**src/rtl/lz4d_pkg.sv**
```systemverilog
`default_nettype none
// ----------------------------------------------------------------------------
// LZ4 block decoder package
// Shared constants, error codes and the control word passed from the parser
// to the output stage.
// ----------------------------------------------------------------------------
package lz4d_pkg;

  // Default history depth, also the largest block the decoder accepts
  localparam int LZ4D_BLOCK_BYTES = 4096;

  // Token nibble and extension byte that announce more length bytes
  localparam logic [3:0] NIB_EXT   = 4'hF;
  localparam logic [7:0] BYTE_EXT  = 8'hFF;
  // Shortest match encoded by a zero match nibble
  localparam int         MATCH_MIN = 4;

  typedef enum logic [1:0] {
    ERR_OK        = 2'd0,
    ERR_MALFORMED = 2'd1,
    ERR_BUSY      = 2'd2
  } err_t;

  // Decode of one accepted item
  typedef struct packed {
    logic res;       // item produces a result
    logic dv;        // result carries a byte
    logic lit;       // byte is the incoming literal
    logic from_mem;  // byte comes from the history store
    logic done;      // block ends with this item
    err_t err;       // status when done
    logic pend;      // match bytes remain after this item
  } ctl_t;

endpackage
`default_nettype wire

```
**src/rtl/lz4d_parse.sv**
```systemverilog
`default_nettype none
// ----------------------------------------------------------------------------
// LZ4 decoder stream parser
// Walks token, length extensions, literals, offset and match copy for each
// accepted item and keeps the block state.
// ----------------------------------------------------------------------------
module lz4d_parse #(
  parameter int   BLOCK_BYTES = lz4d_pkg::LZ4D_BLOCK_BYTES,
  localparam int  AW          = $clog2(BLOCK_BYTES)
) (
  input  wire logic          clk,
  input  wire logic          rst_n,
  input  wire logic          acc,
  input  wire logic          action,
  input  wire logic [7:0]    in_byte,
  input  wire logic          last_byte,
  input  wire logic [12:0]   block_out_size,
  output lz4d_pkg::ctl_t     ctl,
  output logic      [AW-1:0] rd_addr,
  output logic      [AW-1:0] wr_addr
);

  import lz4d_pkg::*;

  localparam int CW = $clog2(BLOCK_BYTES + 1);
  localparam int LW = $clog2(BLOCK_BYTES + 2);
  localparam int XW = LW + 9;
  localparam int OW = (CW > 16) ? CW : 16;
  localparam int BW = (CW > 13) ? CW : 13;
  localparam logic [LW-1:0] LEN_CAP  = LW'(BLOCK_BYTES + 1);
  localparam logic [CW-1:0] MAX_SIZE = CW'(BLOCK_BYTES);

  typedef enum logic [7:0] {
    PH_TOKEN   = 8'b0000_0001,
    PH_LITLEN  = 8'b0000_0010,
    PH_LIT     = 8'b0000_0100,
    PH_OFFLO   = 8'b0000_1000,
    PH_OFFHI   = 8'b0001_0000,
    PH_MATLEN  = 8'b0010_0000,
    PH_COPY    = 8'b0100_0000,
    PH_COPYEND = 8'b1000_0000
  } phase_t;

  phase_t        phase_r, phase_nxt;
  logic [CW-1:0] cnt_r, cnt_nxt;
  logic [CW-1:0] exp_r, exp_nxt;
  logic [LW-1:0] len_r, len_nxt;
  logic [3:0]    nib_r, nib_nxt;
  logic [15:0]   off_r, off_nxt;
  logic          failed_r, failed_nxt;

  logic [CW-1:0] room;
  logic [XW-1:0] sum;
  logic [15:0]   off_full;
  logic          lit_after, mat_after;
  logic          fin, abrt;
  err_t          abrt_err;

  // Decode the item against the current phase
  always_comb begin
    phase_nxt  = phase_r;
    cnt_nxt    = cnt_r;
    exp_nxt    = exp_r;
    len_nxt    = len_r;
    nib_nxt    = nib_r;
    off_nxt    = off_r;
    failed_nxt = failed_r;
    ctl        = '0;
    room       = '0;
    sum        = '0;
    off_full   = '0;
    lit_after  = 1'b0;
    mat_after  = 1'b0;
    fin        = 1'b0;
    abrt       = 1'b0;
    abrt_err   = ERR_MALFORMED;
    rd_addr    = AW'(OW'(cnt_r) - OW'(off_r));
    wr_addr    = AW'(cnt_r);

    if (failed_r) begin
      // Drop everything up to the block's last byte
      if (!action && last_byte) begin
        failed_nxt = 1'b0;
      end
    end else if (action) begin
      // Copy one match byte
      if (phase_r == PH_COPY || phase_r == PH_COPYEND) begin
        ctl.dv       = 1'b1;
        ctl.from_mem = 1'b1;
        cnt_nxt      = cnt_r + 1'b1;
        len_nxt      = len_r - 1'b1;
        if (len_nxt == '0) begin
          if (phase_r == PH_COPYEND) begin
            fin = 1'b1;
          end else begin
            phase_nxt = PH_TOKEN;
          end
        end
      end
    end else begin
      case (phase_r)
        PH_TOKEN: begin
          if (cnt_r == '0) begin
            exp_nxt = (BW'(block_out_size) > BW'(BLOCK_BYTES)) ? MAX_SIZE
                                                                : CW'(block_out_size);
          end
          nib_nxt = in_byte[3:0];
          len_nxt = LW'(in_byte[7:4]);
          if (in_byte[7:4] == NIB_EXT) begin
            if (last_byte) begin
              fin  = 1'b1;
              abrt = 1'b1;
            end else begin
              phase_nxt = PH_LITLEN;
            end
          end else begin
            lit_after = 1'b1;
          end
        end
        PH_LITLEN: begin
          sum     = XW'(len_r) + XW'(in_byte);
          len_nxt = (sum > XW'(LEN_CAP)) ? LEN_CAP : LW'(sum);
          if (in_byte == BYTE_EXT) begin
            if (last_byte) begin
              fin  = 1'b1;
              abrt = 1'b1;
            end
          end else begin
            lit_after = 1'b1;
          end
        end
        PH_LIT: begin
          ctl.dv  = 1'b1;
          ctl.lit = 1'b1;
          cnt_nxt = cnt_r + 1'b1;
          len_nxt = len_r - 1'b1;
          if (len_nxt == '0) begin
            if (last_byte) begin
              fin = 1'b1;
            end else begin
              phase_nxt = PH_OFFLO;
            end
          end else if (last_byte) begin
            fin  = 1'b1;
            abrt = 1'b1;
          end
        end
        PH_OFFLO: begin
          off_nxt = {8'h00, in_byte};
          if (last_byte) begin
            fin  = 1'b1;
            abrt = 1'b1;
          end else begin
            phase_nxt = PH_OFFHI;
          end
        end
        PH_OFFHI: begin
          off_full = {in_byte, off_r[7:0]};
          off_nxt  = off_full;
          if (off_full == '0 || OW'(off_full) > OW'(cnt_r)) begin
            fin  = 1'b1;
            abrt = 1'b1;
          end else if (nib_r == NIB_EXT) begin
            len_nxt = LW'(NIB_EXT);
            if (last_byte) begin
              fin  = 1'b1;
              abrt = 1'b1;
            end else begin
              phase_nxt = PH_MATLEN;
            end
          end else begin
            len_nxt   = LW'(nib_r);
            mat_after = 1'b1;
          end
        end
        PH_MATLEN: begin
          sum     = XW'(len_r) + XW'(in_byte);
          len_nxt = (sum > XW'(LEN_CAP)) ? LEN_CAP : LW'(sum);
          if (in_byte == BYTE_EXT) begin
            if (last_byte) begin
              fin  = 1'b1;
              abrt = 1'b1;
            end
          end else begin
            mat_after = 1'b1;
          end
        end
        default: begin
          // Compressed byte while a copy is still pending
          fin      = 1'b1;
          abrt     = 1'b1;
          abrt_err = ERR_BUSY;
        end
      endcase
    end

    room = exp_nxt - cnt_nxt;

    // Literal length settled: check room, then literals, offset or block end
    if (lit_after) begin
      if (XW'(len_nxt) > XW'(room)) begin
        fin  = 1'b1;
        abrt = 1'b1;
      end else if (len_nxt != '0) begin
        if (last_byte) begin
          fin  = 1'b1;
          abrt = 1'b1;
        end else begin
          phase_nxt = PH_LIT;
        end
      end else if (last_byte) begin
        fin = 1'b1;
      end else begin
        phase_nxt = PH_OFFLO;
      end
    end

    // Match length settled: check room, then arm the copy
    if (mat_after) begin
      sum = XW'(len_nxt) + XW'(MATCH_MIN);
      if (sum > XW'(room)) begin
        fin  = 1'b1;
        abrt = 1'b1;
      end else begin
        len_nxt   = LW'(sum);
        phase_nxt = last_byte ? PH_COPYEND : PH_COPY;
        ctl.res   = 1'b1;
      end
    end

    // Close the block
    if (fin) begin
      ctl.done  = 1'b1;
      ctl.err   = abrt ? abrt_err : ((cnt_nxt == exp_nxt) ? ERR_OK : ERR_MALFORMED);
      phase_nxt = PH_TOKEN;
      cnt_nxt   = '0;
      len_nxt   = '0;
      if (abrt && !last_byte) begin
        failed_nxt = 1'b1;
      end
    end

    ctl.res  = ctl.res | ctl.dv | ctl.done;
    ctl.pend = !failed_nxt && (phase_nxt == PH_COPY || phase_nxt == PH_COPYEND);
  end

  // Advance block state on each accepted item
  always_ff @(posedge clk) begin
    if (!rst_n) begin
      phase_r  <= PH_TOKEN;
      cnt_r    <= '0;
      exp_r    <= '0;
      len_r    <= '0;
      nib_r    <= '0;
      off_r    <= '0;
      failed_r <= 1'b0;
    end else if (acc) begin
      phase_r  <= phase_nxt;
      cnt_r    <= cnt_nxt;
      exp_r    <= exp_nxt;
      len_r    <= len_nxt;
      nib_r    <= nib_nxt;
      off_r    <= off_nxt;
      failed_r <= failed_nxt;
    end
  end

endmodule
`default_nettype wire

```
**config.mk**
```make
export PLATFORM = sky130hd
export DESIGN_NAME = lz4d_parse
export DESIGN_NICKNAME = d
export VERILOG_FILES = /design/src/rtl/lz4d_pkg.sv /design/src/rtl/lz4d_parse.sv
export SDC_FILE = /design/constraint.sdc
export NUM_CORES = 1
export LEC_CHECK = 0
export ABC_CLOCK_PERIOD_IN_PS = 18600
export BUFFER_PORTS_ARGS = -buffer_cell sky130_fd_sc_hd__buf_2
export CORE_AREA = 3 3 163 205
export DETAILED_ROUTE_END_ITERATION = 10
export DIE_AREA = 0 0 166 208
export GPL_ROUTABILITY_DRIVEN = 0
export MAX_ROUTING_LAYER = met4
export PLACE_DENSITY = 0.43
export SETUP_SLACK_MARGIN = 0.3
export SLEW_MARGIN = 20
export SYNTH_ARGS = -nofsm -noshare
export SYNTH_HDL_FRONTEND = slang
export SYNTH_SLANG_ARGS = --single-unit
```
**constraint.sdc**
```tcl
create_clock -name clk -period 18.6 [get_ports clk]
set_clock_uncertainty 0.1 [all_clocks]
set_input_delay 4.65 -clock clk [delete_from_list [all_inputs] [get_ports clk]]
set_output_delay 4.65 -clock clk [all_outputs]
set_load 0.005 [all_outputs]
```
Word level (Yosys, flattened, before mapping)
Index checks and enable logic that the tools add are counted.

word-level totals
  output and inout bits = 32
  input bits = 26
  word-level logic and storage cells = 156
  bits in registers = 64

operators by class
  reductions and logical operators = 20
  magnitude comparators = 5
  eq/ne operators = 14
  $add $sub $neg = 6
  bitwise logic cells = 5
  mux-type cells = 98

operators by type and width
  kind                     count
  $mux W13                 18
  $mux W8                  22
  $pmux W13 S4             1
  $mux W1                  43
  $pmux W8 S4              1
  $logic_not A13 Y1        2
  $eq A8 B8 Y1 const B     3
  $pmux W12 S2             1
  $eq A8 B7 Y1 const B     2
  $gt A16 B13 Y1           1
  $logic_not A16 Y1        1
  $add A13 B3 Y14 const B  1
  $add A13 B8 Y14          1
  $gt A14 B13 Y1           1
  $gt A14 B13 Y1 const B   1
  $add A13 B1 Y13 const B  1
  $eq A13 B13 Y1           1
  $gt A13 B13 Y1           1
  $gt A13 B13 Y1 const B   1
  $reduce_bool A13 Y1      1
  $sub A13 B1 Y13 const B  1
  $sub A13 B13 Y13         1
  $sub A12 B12 Y12         1
  $mux W2                  5
  22 further kinds         36

Depth between registers and ports, before layout
  word-level depth = 17
  depth in mapped cells = 35
  depth with buffers taken out = 30

Least setup slack after synthesis
Ideal clock, no wire load.

  path kind = input to output
  from = in action
  to = out ctl[0] in the netlist's numbering
  path buffers = 3
  path slack = 4.154 ns
  arrival time = 9.696 ns
  stages on the path = 32
  required time = 13.850 ns
  path through = clkbuf_1 > inv_1 > nand2_1 > nor2_1 > nand4_1 > clkbuf_1 > a21oi_1 > a22oi_1 > ha_1 > inv_1 > fa_1 > nand2_1 > nand2_1 > a21oi_1 > o21ai_0 > and2_1 > o21ai_0 > nand2b_1 > a21oi_1 > o21bai_1 > a21oi_1 > xor2_1 > ha_1 > nand3_1 > nor2_1 > a21oi_1 > o21ai_0 > a211o_1 > a21oi_1 > clkbuf_1 > a41oi_1 > nor3_1

RTL lines
  element      RTL line          text
  from (decl)  lz4d_parse.sv:14  input wire logic action,
  to (decl)    lz4d_parse.sv:18  output lz4d_pkg::ctl_t ctl,

==> run metrics <==
status=complete, no violations; HP Class=flop to flop; Max VDD drop=just over 0.04 mV; power per cell area=69.1 nW/um^2; highest metal used=met4; Post-Syn Area=7890 um^2; Post-CTS Setup Repair Bufs=0; CTS Sinks=64; Die Y=208 um; #FFs+latches synth=64; YS warnings=0; Post-Route WL=32000 um; max-cap check violation count=0; final worst slack=between 2 and 2.5 ns; Hold Path Sink=exp_r[4]$_SDFFE_PN0P_; Sum Neg Setup Slack=0 ns; Clock Latency Late Sink=0.36 ns; vias in the first global route=8029; Req. time, crit path=13.85 ns; Vias=8288; Slew Viols, Final=0; Min-Delay Startpoint=exp_r[4]$_SDFFE_PN0P_; met1 WL=roughly 13000 um; Post-synth EDFFs=0; clock share of power=around a third; cell mode on critical path=a21oi_1; die area=34500 um^2; DP Worst Slack=2.48 ns; Synth Net Count=about 1200; layout cells sized above 1=between 10% and 20%; DR WL/cell=21.1 um; TritonCTS Buffers=9; top cells by count, synth=127 x nand2_1, 98 x nor2_1, 91 x a21oi_1, 74 x ha_1, 64 x dfxtp_1; flop-to-flop setup slack=around 10 ns; H-Tree Depth=3; Sw Share=40.9%; worst-case reg-to-reg path depth=27; CP arrival=11.37 ns; met3 wire len=2230 um; top cell type's share of synthesized area=16.2%; P_leak=3.33 nW; I/O Buffers=57; Clock Tree Buf Depth=2; ys flop type=dfxtp_1; routed wl met2=15300 um; first-pass GRT wire length=48600 um; DR DRC count=0; final hold vios=0; sequential power share=approximately 26%; Layout Cells excl Fill=1519; reg2reg start=phase_r[3]$_SDFFE_PN0P_; final net count=1205; Slew headroom=42.5%; Final Cycle Share=86.6%; post-layout util=between 20% and 30%; initial drt markers=644; Syn Inst Count=1099; Starting Density=roughly a quarter; hold path depth=2; Psw=about 0.00024 W; CP Capture Type=output pin; Reg clk slew, reported paths=0.06 ns; IO Count=58; Async SR Flop Fraction=0%; Worst path slowest cell=a21oi_1; largest area contributor in the netlist=dfxtp_1; num rows=73; Antenna Diode Count=0; CTS tree=yes; hold buffers post-CTS=0; critical path class=input pin to output pin; Setup Viol. Count Final=0; Crit path largest cell delay=around 0.76 ns; top cells by area, synth=dfxtp_1 16%, ha_1 12%, nand2_1 6.0%; Total GRT Usage=18.5%; RSZ-0062 raised after global routing=false; CP startpoint kind=input pin; mean area per synthesized cell=between 7 and 8 um^2; Initial DRT Pass Iterations=5; CORE AREA=between 30000 and 40000 um^2; Root Buffer=clkbuf_16; combinational cell fraction of total power=42.1%; Layout fillers=3461; CTS resizes=0; via-per-instance ratio=5.46; fin crit period=between 15 and 20 ns; sequential-to-total area share from yosys stat=16.2%; DPL Wire Length=25000 um; cell with the most instances after synthesis=nand2_1; die width=166 um; reg2reg end=len_r[3]$_SDFFE_PN0P_; Internal=0.000354 W; largest fanout on the critical path=28; Placed Instances=1503; grt total ovfl=0; ANT nets after route=0; initial antenna violation count=2; Max Clk Rate=between 60 and 70 MHz; largest net degree at the start of global routing=38; post-synth cell types=95; Syn-to-layout area delta=9.96%; Worst Tran Pin Value=approximately 0.85 ns
## power groups by stage
stage                     combinational [W]  clock (W)  sequential, W
after floorplan                    0.000185          0       0.000148
after global placement             0.000251          0       0.000156
after detailed placement           0.000250          0       0.000156
after CTS                          0.000252   0.000198       0.000153
after global routing               0.000278   0.000203       0.000154
final                              0.000252   0.000193       0.000154
## flip-flops by register name (all words and copies together) (netlist names)
signal    flops
failed_r      1
off_r        12
len_r        13
phase_r       8
exp_r        13
cnt_r        13
nib_r         4
## placed cells by master, fill, tap and decap left out, types with 15 or more instances in the layout
| cell | synthesis | routed |
|---|---|---|
| a21oi_1 | 91 | 91 |
| nor4_1 | 16 | 16 |
| a21o_1 | 18 | 18 |
| nor2_1 | 98 | 98 |
| dfxtp_1 | 64 | 64 |
| nor3_1 | 27 | 26 |
| xnor2_1 | 46 | 46 |
| inv_1 | 59 | 59 |
| buf_2 | 16 | 57 |
| o21ai_0 | 60 | 60 |
| nand4_1 | 23 | 23 |
| nor2b_1 | 15 | 15 |
| nand2_1 | 127 | 127 |
| nand2b_1 | 17 | 17 |
| ha_1 | 74 | 74 |
| o21ai_1 | 21 | 21 |
| a31oi_1 | 18 | 18 |
| nand3_1 | 36 | 36 |
## layout make-up
| cell class | count | area [um^2] | area share [%] |
|---|---|---|---|
| repair buffers | 64 | 338 | 3.89 |
| flip-flops and latches | 64 | 1280 | 14.8 |
| clock inverters | 6 | 93.8 | 1.08 |
| clock buffers | 10 | 229 | 2.64 |
| multi-input cells | 901 | 5980 | 69.0 |
| inverters | 62 | 233 | 2.68 |
| well taps | 412 | 515 | 5.94 |
## worst max-delay path by stage
stage,slack [ns],depth (start not counted),start,to
6_report,2.48,29,action,ctl[0]
5_1_grt,1.66,29,action,ctl[0]
3_3_place_gp,2.60,29,action,ctl[0]
3_5_place_dp,2.48,29,action,ctl[0]
2_1_floorplan,4.15,32,action,ctl[0]
4_1_cts,2.45,29,action,ctl[0]
## worst max-delay path: cells and delay by family
kind	cells	cell delay (ns)
simple gates	11	2.29
xor+xnor	1	0.20
compound gates	12	2.80
fa+ha+maj	2	0.57
buf+inv	3	0.83
## stage by stage
stage | power [W] | hold slack (ns) | area (um^2)
global placement | 0.000407 | 0.348 | 8350
CTS | 0.000603 | 0.359 | 8670
detailed placement | 0.000406 | 0.352 | 8350
finish | 0.000599 | 0.359 | 8670
global route | 0.000635 | 0.381 | 8670
floorplan | 0.000333 | 0.337 | 7890
## metal layers
metal  up-vias  track usage [%]
met2       373             30.4
met4         0             8.75
met5         -                -
met3        92             2.91
met1      3851             22.1
li1       3972                -
## cell families after synthesis
| kind of cell | synth area share (%) |
|---|---|
| adders and majority gates | 12.5 |
| muxes | 1.54 |
| DFF | 16.2 |
| AOI/OAI and AO/OA | 25.5 |
| xor gates and xnor gates | 6.55 |
| buffers and inverters | 7.96 |
| and+or+nand+nor | 29.7 |
No activity file was read; power rests on OpenSTA's default activity.
